==> config.mk <==
export PLATFORM = sky130hd
export DESIGN_NAME = midpoint_circle_rasterizer
export DESIGN_NICKNAME = d
export VERILOG_FILES = /design/src/rtl/mcr_pkg.sv /design/src/rtl/midpoint_circle_rasterizer.sv /design/src/rtl/mcr_front.sv /design/src/rtl/mcr_job_queue.sv /design/src/rtl/mcr_back.sv
export SDC_FILE = /design/constraint.sdc
export NUM_CORES = 1
export LEC_CHECK = 0
export BUFFER_PORTS_ARGS = -buffer_cell sky130_fd_sc_hd__buf_2
export CAP_MARGIN = 20
export CORE_ASPECT_RATIO = 1.4
export CORE_MARGIN = 5
export CORE_UTILIZATION = 56
export DETAILED_ROUTE_END_ITERATION = 6
export PLACE_DENSITY = 0.74
export SLEW_MARGIN = 20
export SYNTH_ARGS = -nofsm -noshare
export SYNTH_HDL_FRONTEND = slang
export SYNTH_SLANG_ARGS = --single-unit
==> constraint.sdc <==
create_clock -name clk -period 11.4 [get_ports clk]
set_input_delay 0.57 -clock clk [delete_from_list [all_inputs] [get_ports clk]]
set_output_delay 0.57 -clock clk [all_outputs]
set_load 0.005 [all_outputs]
==> src/rtl/mcr_pkg.sv <==
// ----------------------------------------------------------------------------
// mcr_pkg
// shared widths, codes and the job record of the circle rasterizer
// ----------------------------------------------------------------------------
package mcr_pkg;

  localparam int CX_W      = 11;
  localparam int CY_W      = 10;
  localparam int RADIUS_W  = 10;
  localparam int COLOR_W   = 32;
  localparam int ADDR_W    = 20;
  localparam int STEP_X_W  = 11;
  localparam int STEP_Y_W  = 12;
  localparam int DEC_W     = 14;
  localparam int COORD_W   = 13;

  localparam logic OP_START = 1'b0;
  localparam logic OP_STEP  = 1'b1;

  localparam int DEF_FRAME_WIDTH  = 1280;
  localparam int DEF_FRAME_HEIGHT = 720;
  localparam int MAX_RADIUS       = 1023;

  localparam int PIX_PER_STEP = 8;
  localparam int PIX_IDX_W    = $clog2(PIX_PER_STEP);

  localparam int JOBQ_DEPTH = 2;

  // one emitting item: centre, octant offsets, colour and end flag
  typedef struct packed {
    logic [CX_W-1:0]     cx;
    logic [CY_W-1:0]     cy;
    logic [STEP_X_W-1:0] x;
    logic [STEP_Y_W-1:0] y;
    logic [COLOR_W-1:0]  color;
    logic                done;
  } job_t;

endpackage

==> src/rtl/midpoint_circle_rasterizer.sv <==
// ----------------------------------------------------------------------------
// midpoint_circle_rasterizer
// midpoint circle outline generator, eight linear pixel writes per step
// ----------------------------------------------------------------------------
//
//   channel  direction  handshake       transfer when      payload
//   item     in         push / full     push && !full      opcode, center_x,
//                                                          center_y, radius,
//                                                          pixel_color
//   pixel    out        empty / pop     pop && !empty      pixel_address,
//                                                          write_color,
//                                                          write_enable,
//                                                          last_of_step,
//                                                          circle_done
//
// rate: an emitting item gives eight pixels, one pixel per cycle while pop keeps
//   up, through the single address pipeline of the back part; idle steps draw none
// path: the first pixel of an item passes the queue, the job register, then
//   column/row, multiply-add and the clip register
// reset: synchronous; clears the step state, the job queue and the pipeline
// stalls: a held pop freezes the pipeline; the front keeps taking items
//   until the two-entry job queue fills, then full goes high
// ----------------------------------------------------------------------------
module midpoint_circle_rasterizer import mcr_pkg::*; #(
  parameter int FRAME_WIDTH  = DEF_FRAME_WIDTH,
  parameter int FRAME_HEIGHT = DEF_FRAME_HEIGHT
) (
  input  logic                clk,
  input  logic                rst,
  // item side
  input  logic                push,
  output logic                full,
  input  logic                opcode,
  input  logic [CX_W-1:0]     center_x,
  input  logic [CY_W-1:0]     center_y,
  input  logic [RADIUS_W-1:0] radius,
  input  logic [COLOR_W-1:0]  pixel_color,
  // pixel side
  output logic                empty,
  input  logic                pop,
  output logic [ADDR_W-1:0]   pixel_address,
  output logic [COLOR_W-1:0]  write_color,
  output logic                write_enable,
  output logic                last_of_step,
  output logic                circle_done
);

  // front to queue
  logic job_push;
  job_t job_wr;
  logic job_full;

  // queue to back
  logic job_valid;
  job_t job_rd;
  logic job_pop;

  // front: decodes start/step, runs the decision update, drops idle steps
  mcr_front u_front (
    .clk         (clk),
    .rst         (rst),
    .push        (push),
    .full        (full),
    .opcode      (opcode),
    .center_x    (center_x),
    .center_y    (center_y),
    .radius      (radius),
    .pixel_color (pixel_color),
    .job_push    (job_push),
    .job         (job_wr),
    .job_full    (job_full)
  );

  // decoupling queue, lets the front run ahead of the pixel pipeline
  mcr_job_queue u_queue (
    .clk      (clk),
    .rst      (rst),
    .wr_en    (job_push),
    .wr_job   (job_wr),
    .full     (job_full),
    .rd_valid (job_valid),
    .rd_job   (job_rd),
    .rd_en    (job_pop)
  );

  // back: octant sequencer plus address/clip pipeline with output register
  mcr_back #(
    .FRAME_WIDTH  (FRAME_WIDTH),
    .FRAME_HEIGHT (FRAME_HEIGHT)
  ) u_back (
    .clk           (clk),
    .rst           (rst),
    .job_valid     (job_valid),
    .job_in        (job_rd),
    .job_pop       (job_pop),
    .empty         (empty),
    .pop           (pop),
    .pixel_address (pixel_address),
    .write_color   (write_color),
    .write_enable  (write_enable),
    .last_of_step  (last_of_step),
    .circle_done   (circle_done)
  );

endmodule

==> src/rtl/mcr_front.sv <==
// ----------------------------------------------------------------------------
// mcr_front
// takes items, keeps the midpoint step state and hands jobs to the queue
// ----------------------------------------------------------------------------
module mcr_front import mcr_pkg::*; (
  input  logic                clk,
  input  logic                rst,
  input  logic                push,
  output logic                full,
  input  logic                opcode,
  input  logic [CX_W-1:0]     center_x,
  input  logic [CY_W-1:0]     center_y,
  input  logic [RADIUS_W-1:0] radius,
  input  logic [COLOR_W-1:0]  pixel_color,
  output logic                job_push,
  output job_t                job,
  input  logic                job_full
);

  logic [STEP_X_W-1:0]      step_x;
  logic signed [STEP_Y_W-1:0] step_y;
  logic signed [DEC_W-1:0]  decision;
  logic [CX_W-1:0]          held_center_x;
  logic [CY_W-1:0]          held_center_y;
  logic [COLOR_W-1:0]       held_color;
  logic                     active;

  logic                     accept;
  logic                     is_start;
  logic [RADIUS_W-1:0]      r_sat;
  logic [STEP_X_W-1:0]      x_next;
  logic signed [STEP_Y_W-1:0] y_next;
  logic signed [DEC_W-1:0]  d_next;
  logic signed [DEC_W-1:0]  xs;
  logic signed [DEC_W-1:0]  ys;
  logic                     d_pos;
  logic                     done_next;
  logic signed [STEP_Y_W-1:0] y_start;
  logic signed [DEC_W-1:0]  d_start;

  assign full     = job_full;
  assign accept   = push && !job_full;
  assign is_start = (opcode == OP_START);

  assign r_sat   = (int'(radius) > MAX_RADIUS) ? RADIUS_W'(MAX_RADIUS) : radius;
  assign y_start = $signed(STEP_Y_W'(r_sat));
  assign d_start = 14'sd3 - ($signed(DEC_W'(r_sat)) <<< 1);

  // one midpoint step
  assign x_next = step_x + 1'b1;
  assign d_pos  = decision > 14'sd0;
  assign y_next = d_pos ? (step_y - 12'sd1) : step_y;
  assign xs     = $signed(DEC_W'(x_next));
  assign ys     = DEC_W'(y_next);
  assign d_next = d_pos ? (decision + ((xs - ys) <<< 2) + 14'sd10)
                        : (decision + (xs <<< 2) + 14'sd6);
  assign done_next = ys < xs;

  assign job_push = accept && (is_start || active);

  always_comb begin
    if (is_start) begin
      job.cx    = center_x;
      job.cy    = center_y;
      job.x     = '0;
      job.y     = y_start;
      job.color = pixel_color;
      job.done  = 1'b0;
    end else begin
      job.cx    = held_center_x;
      job.cy    = held_center_y;
      job.x     = x_next;
      job.y     = y_next;
      job.color = held_color;
      job.done  = done_next;
    end
  end

  always_ff @(posedge clk) begin
    if (rst) begin
      step_x        <= '0;
      step_y        <= '0;
      decision      <= '0;
      held_center_x <= '0;
      held_center_y <= '0;
      held_color    <= '0;
      active        <= 1'b0;
    end else if (accept) begin
      if (is_start) begin
        step_x        <= '0;
        step_y        <= y_start;
        decision      <= d_start;
        held_center_x <= center_x;
        held_center_y <= center_y;
        held_color    <= pixel_color;
        active        <= 1'b1;
      end else if (active) begin
        step_x   <= x_next;
        step_y   <= y_next;
        decision <= d_next;
        active   <= !done_next;
      end
    end
  end

endmodule

==> src/rtl/mcr_job_queue.sv <==
// ----------------------------------------------------------------------------
// mcr_job_queue
// short register queue of jobs between the front and the back
// ----------------------------------------------------------------------------
module mcr_job_queue import mcr_pkg::*; (
  input  logic clk,
  input  logic rst,
  input  logic wr_en,
  input  job_t wr_job,
  output logic full,
  output logic rd_valid,
  output job_t rd_job,
  input  logic rd_en
);

  localparam int PTR_W = (JOBQ_DEPTH > 1) ? $clog2(JOBQ_DEPTH) : 1;
  localparam int CNT_W = $clog2(JOBQ_DEPTH + 1);

  job_t             slots [JOBQ_DEPTH];
  logic [PTR_W-1:0] wr_ptr;
  logic [PTR_W-1:0] rd_ptr;
  logic [CNT_W-1:0] count;
  logic             do_wr;
  logic             do_rd;

  assign full     = (count == CNT_W'(JOBQ_DEPTH));
  assign rd_valid = (count != '0);
  assign rd_job   = slots[rd_ptr];
  assign do_wr    = wr_en && !full;
  assign do_rd    = rd_en && rd_valid;

  always_ff @(posedge clk) begin
    if (do_wr) begin
      slots[wr_ptr] <= wr_job;
    end
  end

  always_ff @(posedge clk) begin
    if (rst) begin
      wr_ptr <= '0;
      rd_ptr <= '0;
      count  <= '0;
    end else begin
      if (do_wr) begin
        wr_ptr <= (wr_ptr == PTR_W'(JOBQ_DEPTH - 1)) ? '0 : wr_ptr + 1'b1;
      end
      if (do_rd) begin
        rd_ptr <= (rd_ptr == PTR_W'(JOBQ_DEPTH - 1)) ? '0 : rd_ptr + 1'b1;
      end
      if (do_wr && !do_rd) begin
        count <= count + 1'b1;
      end else if (do_rd && !do_wr) begin
        count <= count - 1'b1;
      end
    end
  end

endmodule

==> src/rtl/mcr_back.sv <==
// ----------------------------------------------------------------------------
// mcr_back
// walks the eight octant pixels of a job through the address pipeline
// ----------------------------------------------------------------------------
module mcr_back import mcr_pkg::*; #(
  parameter int FRAME_WIDTH  = DEF_FRAME_WIDTH,
  parameter int FRAME_HEIGHT = DEF_FRAME_HEIGHT
) (
  input  logic               clk,
  input  logic               rst,
  input  logic               job_valid,
  input  job_t               job_in,
  output logic               job_pop,
  output logic               empty,
  input  logic               pop,
  output logic [ADDR_W-1:0]  pixel_address,
  output logic [COLOR_W-1:0] write_color,
  output logic               write_enable,
  output logic               last_of_step,
  output logic               circle_done
);

  localparam int FW_W   = $clog2(FRAME_WIDTH + 1) + 1;
  localparam int PROD_W = COORD_W + FW_W + 1;
  localparam int LIM_W  = $clog2(FRAME_WIDTH * FRAME_HEIGHT + 1) + 1;
  localparam int SUM_W  = (PROD_W > LIM_W) ? PROD_W : LIM_W;
  localparam logic signed [SUM_W-1:0] FW_S  = SUM_W'(FRAME_WIDTH);
  localparam logic signed [SUM_W-1:0] LIM_S = SUM_W'(FRAME_WIDTH * FRAME_HEIGHT);

  // sequencer
  logic                 busy;
  job_t                 cur;
  logic [PIX_IDX_W-1:0] idx;
  logic                 adv0;
  logic                 last_idx;

  // stage 1: column and row
  logic                      v1;
  logic signed [COORD_W-1:0] col1;
  logic signed [COORD_W-1:0] row1;
  logic [COLOR_W-1:0]        color1;
  logic                      last1;
  logic                      done1;

  // stage 2: linear address
  logic                    v2;
  logic signed [SUM_W-1:0] sum2;
  logic [COLOR_W-1:0]      color2;
  logic                    last2;
  logic                    done2;

  // stage 3: result register
  logic v3;

  logic rdy1;
  logic rdy2;
  logic rdy3;

  logic signed [COORD_W-1:0] cxs;
  logic signed [COORD_W-1:0] cys;
  logic signed [COORD_W-1:0] xo;
  logic signed [COORD_W-1:0] yo;
  logic signed [COORD_W-1:0] col_off;
  logic signed [COORD_W-1:0] row_off;
  logic signed [COORD_W-1:0] col0;
  logic signed [COORD_W-1:0] row0;
  logic                      in_frame;

  assign rdy3 = !v3 || pop;
  assign rdy2 = !v2 || rdy3;
  assign rdy1 = !v1 || rdy2;

  assign adv0     = busy && rdy1;
  assign last_idx = (idx == PIX_IDX_W'(PIX_PER_STEP - 1));
  assign job_pop  = job_valid && (!busy || (adv0 && last_idx));

  // idx bit 2 swaps x and y, bit 0 negates the column, bit 1 the row
  assign cxs     = $signed(COORD_W'(cur.cx));
  assign cys     = $signed(COORD_W'(cur.cy));
  assign xo      = $signed(COORD_W'(cur.x));
  assign yo      = COORD_W'($signed(cur.y));
  assign col_off = idx[2] ? yo : xo;
  assign row_off = idx[2] ? xo : yo;
  assign col0    = idx[0] ? (cxs - col_off) : (cxs + col_off);
  assign row0    = idx[1] ? (cys - row_off) : (cys + row_off);

  // sign bit clear means a non-negative address
  assign in_frame = !sum2[SUM_W-1] && (sum2 < LIM_S);

  always_ff @(posedge clk) begin
    if (rst) begin
      busy <= 1'b0;
      idx  <= '0;
    end else begin
      if (job_pop) begin
        busy <= 1'b1;
        idx  <= '0;
      end else if (adv0) begin
        idx <= idx + 1'b1;
        if (last_idx) begin
          busy <= 1'b0;
        end
      end
    end
  end

  always_ff @(posedge clk) begin
    if (job_pop) begin
      cur <= job_in;
    end
  end

  always_ff @(posedge clk) begin
    if (rst) begin
      v1 <= 1'b0;
      v2 <= 1'b0;
      v3 <= 1'b0;
    end else begin
      if (rdy1) begin
        v1 <= adv0;
      end
      if (rdy2) begin
        v2 <= v1;
      end
      if (rdy3) begin
        v3 <= v2;
      end
    end
  end

  always_ff @(posedge clk) begin
    if (rdy1) begin
      col1   <= col0;
      row1   <= row0;
      color1 <= cur.color;
      last1  <= last_idx;
      done1  <= cur.done;
    end
    if (rdy2) begin
      sum2   <= SUM_W'(row1) * FW_S + SUM_W'(col1);
      color2 <= color1;
      last2  <= last1;
      done2  <= done1;
    end
    if (rdy3) begin
      pixel_address <= in_frame ? sum2[ADDR_W-1:0] : '0;
      write_enable  <= in_frame;
      write_color   <= color2;
      last_of_step  <= last2;
      circle_done   <= done2;
    end
  end

  assign empty = !v3;

endmodule

==> results of run 1 <==
## placed cells by master (no fill, tap or decap), types with 10 or more instances in the layout
master,netlist,layout
a211oi_1,17,17
nand3_1,32,31
and2_1,33,33
nand2_1,174,172
o21ai_0,42,42
nand2b_1,10,10
a21o_1,13,13
or3_1,12,12
clkbuf_1,50,14
o21a_1,11,11
nor2b_1,14,14
inv_1,68,67
nor3_1,42,42
ha_1,124,124
xnor2_1,63,63
clkbuf_16,0,45
buf_2,2,122
edfxtp_1,406,406
nor2_1,120,118
mux2i_1,23,23
and3_1,11,10
a21oi_1,144,143
dfxtp_1,102,100
a22oi_1,10,10
o21bai_1,10,10
buf_4,0,18
xor2_1,55,55
a31oi_1,10,10
mux2_2,135,135
o211ai_1,11,11
## power by group
| group | total (mW) | leakage (nW) | internal, mW | switching, mW |
|---|---|---|---|---|
| Combinational | 3.44 | 4.45 | 1.50 | 1.94 |
| Clock | 1.47 | 0.706 | 0.830 | 0.642 |
| Sequential | 2.96 | 4.90 | 2.74 | 0.216 |
| Total | 7.87 | 10.1 | 5.07 | 2.80 |
## through the flow
stage	setup WS, ns	hold WS [ns]	power (mW)	std cells
floorplan	3.95	0.400	5.63	1843
global placement	5.97	0.401	6.29	2462
detailed placement	5.89	0.405	6.42	2462
CTS	5.83	0.221	7.92	2546
global route	5.43	0.251	8.45	2546
finish	5.80	0.245	7.87	2546
## flip-flops by register name (all words and copies together) (netlist names), 14 cells and up
register	cells
u_back.color1	32
u_back.color2	32
u_back.cur	77
u_back.pixel_address	20
u_back.sum2	26
u_back.write_color	32
u_front.decision	14
u_front.held_color	32
u_queue.slots	154
## final timing paths
check / startpoint / to / depth (start not counted)
worst max-delay path: u_front.decision[2] / u_front.decision[13] / 20
worst min-delay path: center_y[9] / u_front.held_center_y[9] / 3
worst max register to register: u_front.decision[2] / u_front.decision[13] / 20
worst min register to register: u_back.color2[15] / u_back.write_color[15] / 0
## worst max-delay path: cells and delay by family (launching register included)
family / cells / cell delay (ns)
muxes: 1 / 0.05
DFF: 1 / 0.35
buffers and inverters: 1 / 0.12
AOI/OAI and AO/OA: 10 / 2.75
adders and majority gates: 3 / 0.93
and+or+nand+nor: 4 / 1.11
xor gates and xnor gates: 1 / 0.16
## kinds of logic after synthesis
| logic type | count (synthesis) |
|---|---|
| flops | 508 |
| simple gates | 491 |
| compound gates | 306 |
| mux | 158 |
| fa+ha+maj | 131 |
| buf+inv | 130 |
| xor+xnor | 119 |
## Yosys cell counts, types with 13 or more instances
cell,number,area [µm²]
a211oi_1,17,128
a21o_1,13,97.6
a21oi_1,144,721
and2_1,33,206
clkbuf_1,50,188
dfxtp_1,102,2040
edfxtp_1,406,12200
ha_1,124,1550
inv_1,68,255
mux2_2,135,1520
mux2i_1,23,230
nand2_1,174,653
nand3_1,32,160
nor2_1,120,450
nor2b_1,14,87.6
nor3_1,42,210
o21ai_0,42,210
xnor2_1,63,552
xor2_1,55,482
## per-layer routing
| layer | GRT usage (%) | vias to the layer above | routed length (µm) |
|---|---|---|---|
| li1 | - | 7031 | - |
| met1 | 22.9 | 6901 | 17800 |
| met2 | 37.2 | 317 | 24500 |
| met3 | 2.09 | 117 | 1760 |
| met4 | 9.14 | 0 | 2130 |
| met5 | 0 | - | 0 |
## final cells by class
cell class | count | area share [%]
clock buffer | 63 | 4.73
clock inverter | 21 | 0.763
inverter | 69 | 0.993
multi-input combinational | 1205 | 33.5
sequential | 508 | 54.6
tap | 540 | 2.59
timing repair buffer | 140 | 2.86
==> reports/metrics.csv, run 1 <==
metric,value,unit
outcome,"complete, no violations",
wl,46.2,mm
synth_cells,1843,
utilization,63.2,%
clkSinkCount,508,
gp_congestion,0.926,
cts_resized,0,
antenna_found_initial,0,
worst-path-max-fanout,17,
placed_area,0.0247,mm²
die_h,252,µm
synth_fa_ha_area_share,7.23,%
postCtsSetupBuffers,0,
vias_per_cell,5.64,
p_leak,10.1,nW
yosys.area_share.simple,9.85,%
power.density,302,mW/mm²
drc_errors,0,
cp-start-kind,register,
syn-num-nets,2042,
start_util,56.7,%
synth.cell_area,0.0234,mm²
ys_warn_count,0,
setup-violations-final,0,
port_buffers,124,
die_area,0.0460,mm²
stdcell_area,0.0261,mm²
clockBufferDepth,3,
vias,14400,
rsz0062_at_grt,no,
synth-compound-area-share,8.01,%
seq_area,0.0142,mm²
detail-route-antenna-nets,0,
grt_max_degree,66,
diodes,0,
fillers,3184,
cts_htree_levels,2,
multi_input_area,0.00873,mm²
dp_hpwl,31.5,mm
drv_cap,0,
drive_above_1_share,18.2,%
core-area,0.0413,mm²
clkSlewWorstSetupHoldPaths,0.07,ns
seq_area_frac_synth,60.8,%
nNetsFinal,2168,
fin_crit_sh,49.2,%
synth-edff-count,406,
syn_area_per_cell,12.7,µm²
vdd_drop_max,0.153,mV
synthFlopType,edfxtp_1,
tritoncts,built,
hp-class,in2reg,
end_kind,register,
clkLatencyLatePin,0.57,ns
routedWlPerCell,18.1,µm
area_growth,11.5,%
fmax,178,MHz
die_x,183,µm
min_period,5.60,ns
cts_buffers,45,
synth-seq-cells,508,
worstPathArrival,6.06,ns
fin_tns_setup,0,ns
initialDrtViolationCount,679,
synthDistinctLibCells,66,
reg2reg_slack,5.80,ns
io_pins,125,
grt_overflow,0,
num_rows,88,
cts_root_buf,clkbuf_16,
final_hold_viol_count,0,
cp_slowest_cell,a41o_1,
slew_violations,0,
cts_hold_buf,0,
synth_xor_area_share,4.51,%
skew,0.0223,ns
required,11.85,ns
tightest_slew,0.975,ns
grt_pass1_wl,74.0,mm
synthMuxAreaShare,7.48,%
crit_top_cell,a21o_1,
crit_type,reg2reg,
grt.total_usage,19.9,%
relSlewSlack,35.0,%
grt_pass1_vias,14700,
synth_top_family_by_area,simple AND/OR/NAND/NOR gates,
drt_first_pass_iters,6,
cp_cell_sequence,nor4_1 -> a41o_1 -> nand2_1 -> o21ai_0 -> inv_1 -> fa_1 -> a21o_1 -> a21oi_1 -> o21ai_0 -> a21o_1 -> a221oi_1 -> o21bai_1 -> xor2_1 -> ha_1 -> ha_1 -> or3_1 -> a211oi_1 -> or3_1 -> mux2i_1 -> a21o_1,
ys_async_sr_fraction,0,%
critPathMaxStageDelay,0.82,ns
Note: power is estimated with default switching activity, not from simulation.
==> run 2: changes to the inputs <==
- clock period: 11.4 -> 5.7 ns (I/O delays scaled with it)
==> reports/metrics.csv, run 2 (synthesis results as in run 1) <==
metric,value,unit
cts_root_buf,clkbuf_16,
grt.total_usage,20.3,%
vdd_drop_max,0.312,mV
fmax,196,MHz
grt_pass1_vias,14700,
hp-class,in2reg,
skew,0.0243,ns
nNetsFinal,2225,
crit_type,reg2reg,
vias_per_cell,5.61,
postCtsSetupBuffers,0,
start_util,56.7,%
detail-route-antenna-nets,0,
clkSinkCount,508,
relSlewSlack,25.7,%
fin_crit_sh,89.4,%
tritoncts,built,
drv_cap,0,
tightest_slew,1.11,ns
antenna_found_initial,0,
dp_hpwl,31.9,mm
wl,47.3,mm
stdcell_area,0.0267,mm²
stdcell_count,2603,
cts_hold_buf,53,
setup-violations-final,0,
drc_errors,0,
io_pins,125,
routedWlPerCell,18.2,µm
die_h,252,µm
final_hold_viol_count,0,
required,6.16,ns
outcome,"complete, no violations",
diodes,0,
num_rows,88,
grt_max_degree,80,
place_inst,2465,
reg_top3,"u_queue.slots x154, u_back.cur x77",
grt_overflow,0,
worst-path-max-fanout,20,
clkLatencyLatePin,0.58,ns
drt_first_pass_iters,6,
port_buffers,124,
worstPathArrival,5.56,ns
vias,14600,
cts_resized,0,
reg2reg_slack,0.60,ns
power.density,594,mW/mm²
drive_above_1_share,18.1,%
regMostFlops,u_queue.slots,
cts_buffers,46,
area_growth,14.1,%
final_cell_mix,"406 x edfxtp_1, 172 x nand2_1, 143 x a21oi_1",
die_area,0.0460,mm²
p_leak,10.3,nW
core-area,0.0413,mm²
placed_area,0.0247,mm²
rsz0062_at_grt,no,
gp_congestion,0.901,
initialDrtViolationCount,778,
grt_pass1_wl,75.1,mm
cts_htree_levels,2,
cp-start-kind,register,
slew_violations,0,
die_x,183,µm
clkSlewWorstSetupHoldPaths,0.06,ns
min_period,5.10,ns
end_kind,register,
largest_register_ff_count,154,
clockBufferDepth,3,
final_common_cell,edfxtp_1,
fin_tns_setup,0,ns
## run 2: changes by cell type in the layout (fill, tap and decap cells not counted), moves of 2 or more
cell	previous run	this run
clkinv_1	7	1
buf_4	18	20
clkbuf_1	14	16
dlygate4sd3_1	0	53
bufinv_16	3	1
clkbuf_16	45	47
clkinvlp_4	0	5
## run 2: report_power, final
part,internal [mW],leakage [nW],switching (mW),total [mW]
registers,5.49,4.90,0.431,5.92
logic,3.05,4.69,3.92,6.97
clock network,1.66,0.706,1.32,2.98
total,10.2,10.3,5.68,15.9
## run 2: routing by layer
layer  part of all wire, %  GRT usage [%]  wire length (µm)
met1                    40           23.9             18800
met2                    53           37.7             25200
met3                   3.6           2.26              1700
met4                   3.5           7.94              1680
met5                     0              0                 0
## run 2: through the flow
stage	util [%]	setup WS (ns)	hold WS [ns]	total power [mW]
2_1_floorplan	-	0.224	0.400	11.2
3_3_place_gp	59.8	0.805	0.401	12.6
3_5_place_dp	59.8	0.675	0.405	12.9
4_1_cts	64.7	0.635	0.112	15.9
5_1_grt	64.7	0.261	0.141	17.0
6_report	64.7	0.602	0.134	15.9
## run 2: critical path, stage by stage, from the launching register on
cell	delay, ns
dfxtp_1	0.34
nor4_1	0.48
a41oi_1	0.25
buf_4	0.28
nand2_1	0.11
xor2_1	0.20
ha_1	0.32
a21o_1	0.20
a21oi_1	0.25
o21ai_0	0.15
a21o_1	0.20
a221oi_1	0.47
o21bai_1	0.14
xor2_1	0.16
ha_1	0.28
ha_1	0.21
or3_1	0.30
a211oi_1	0.26
or3_1	0.16
mux2i_1	0.06
a21o_1	0.15
## run 2: area by class of cell
cell class	count	area, µm²
clock buffer	68	1310
fill	3086	14600
inverter	69	259
multi-input combinational	1205	8740
clock inverter	17	170
tap	540	676
sequential	508	14200
timing repair buffer	196	1310
## run 2: path summary, 6_finish.rpt
kind,from,depth (start not counted),end
max,u_front.decision[6],20,u_front.decision[13]
min,pop,4,u_back.v3
max reg2reg,u_front.decision[6],20,u_front.decision[13]
min reg2reg,u_back.color2[30],0,u_back.write_color[30]
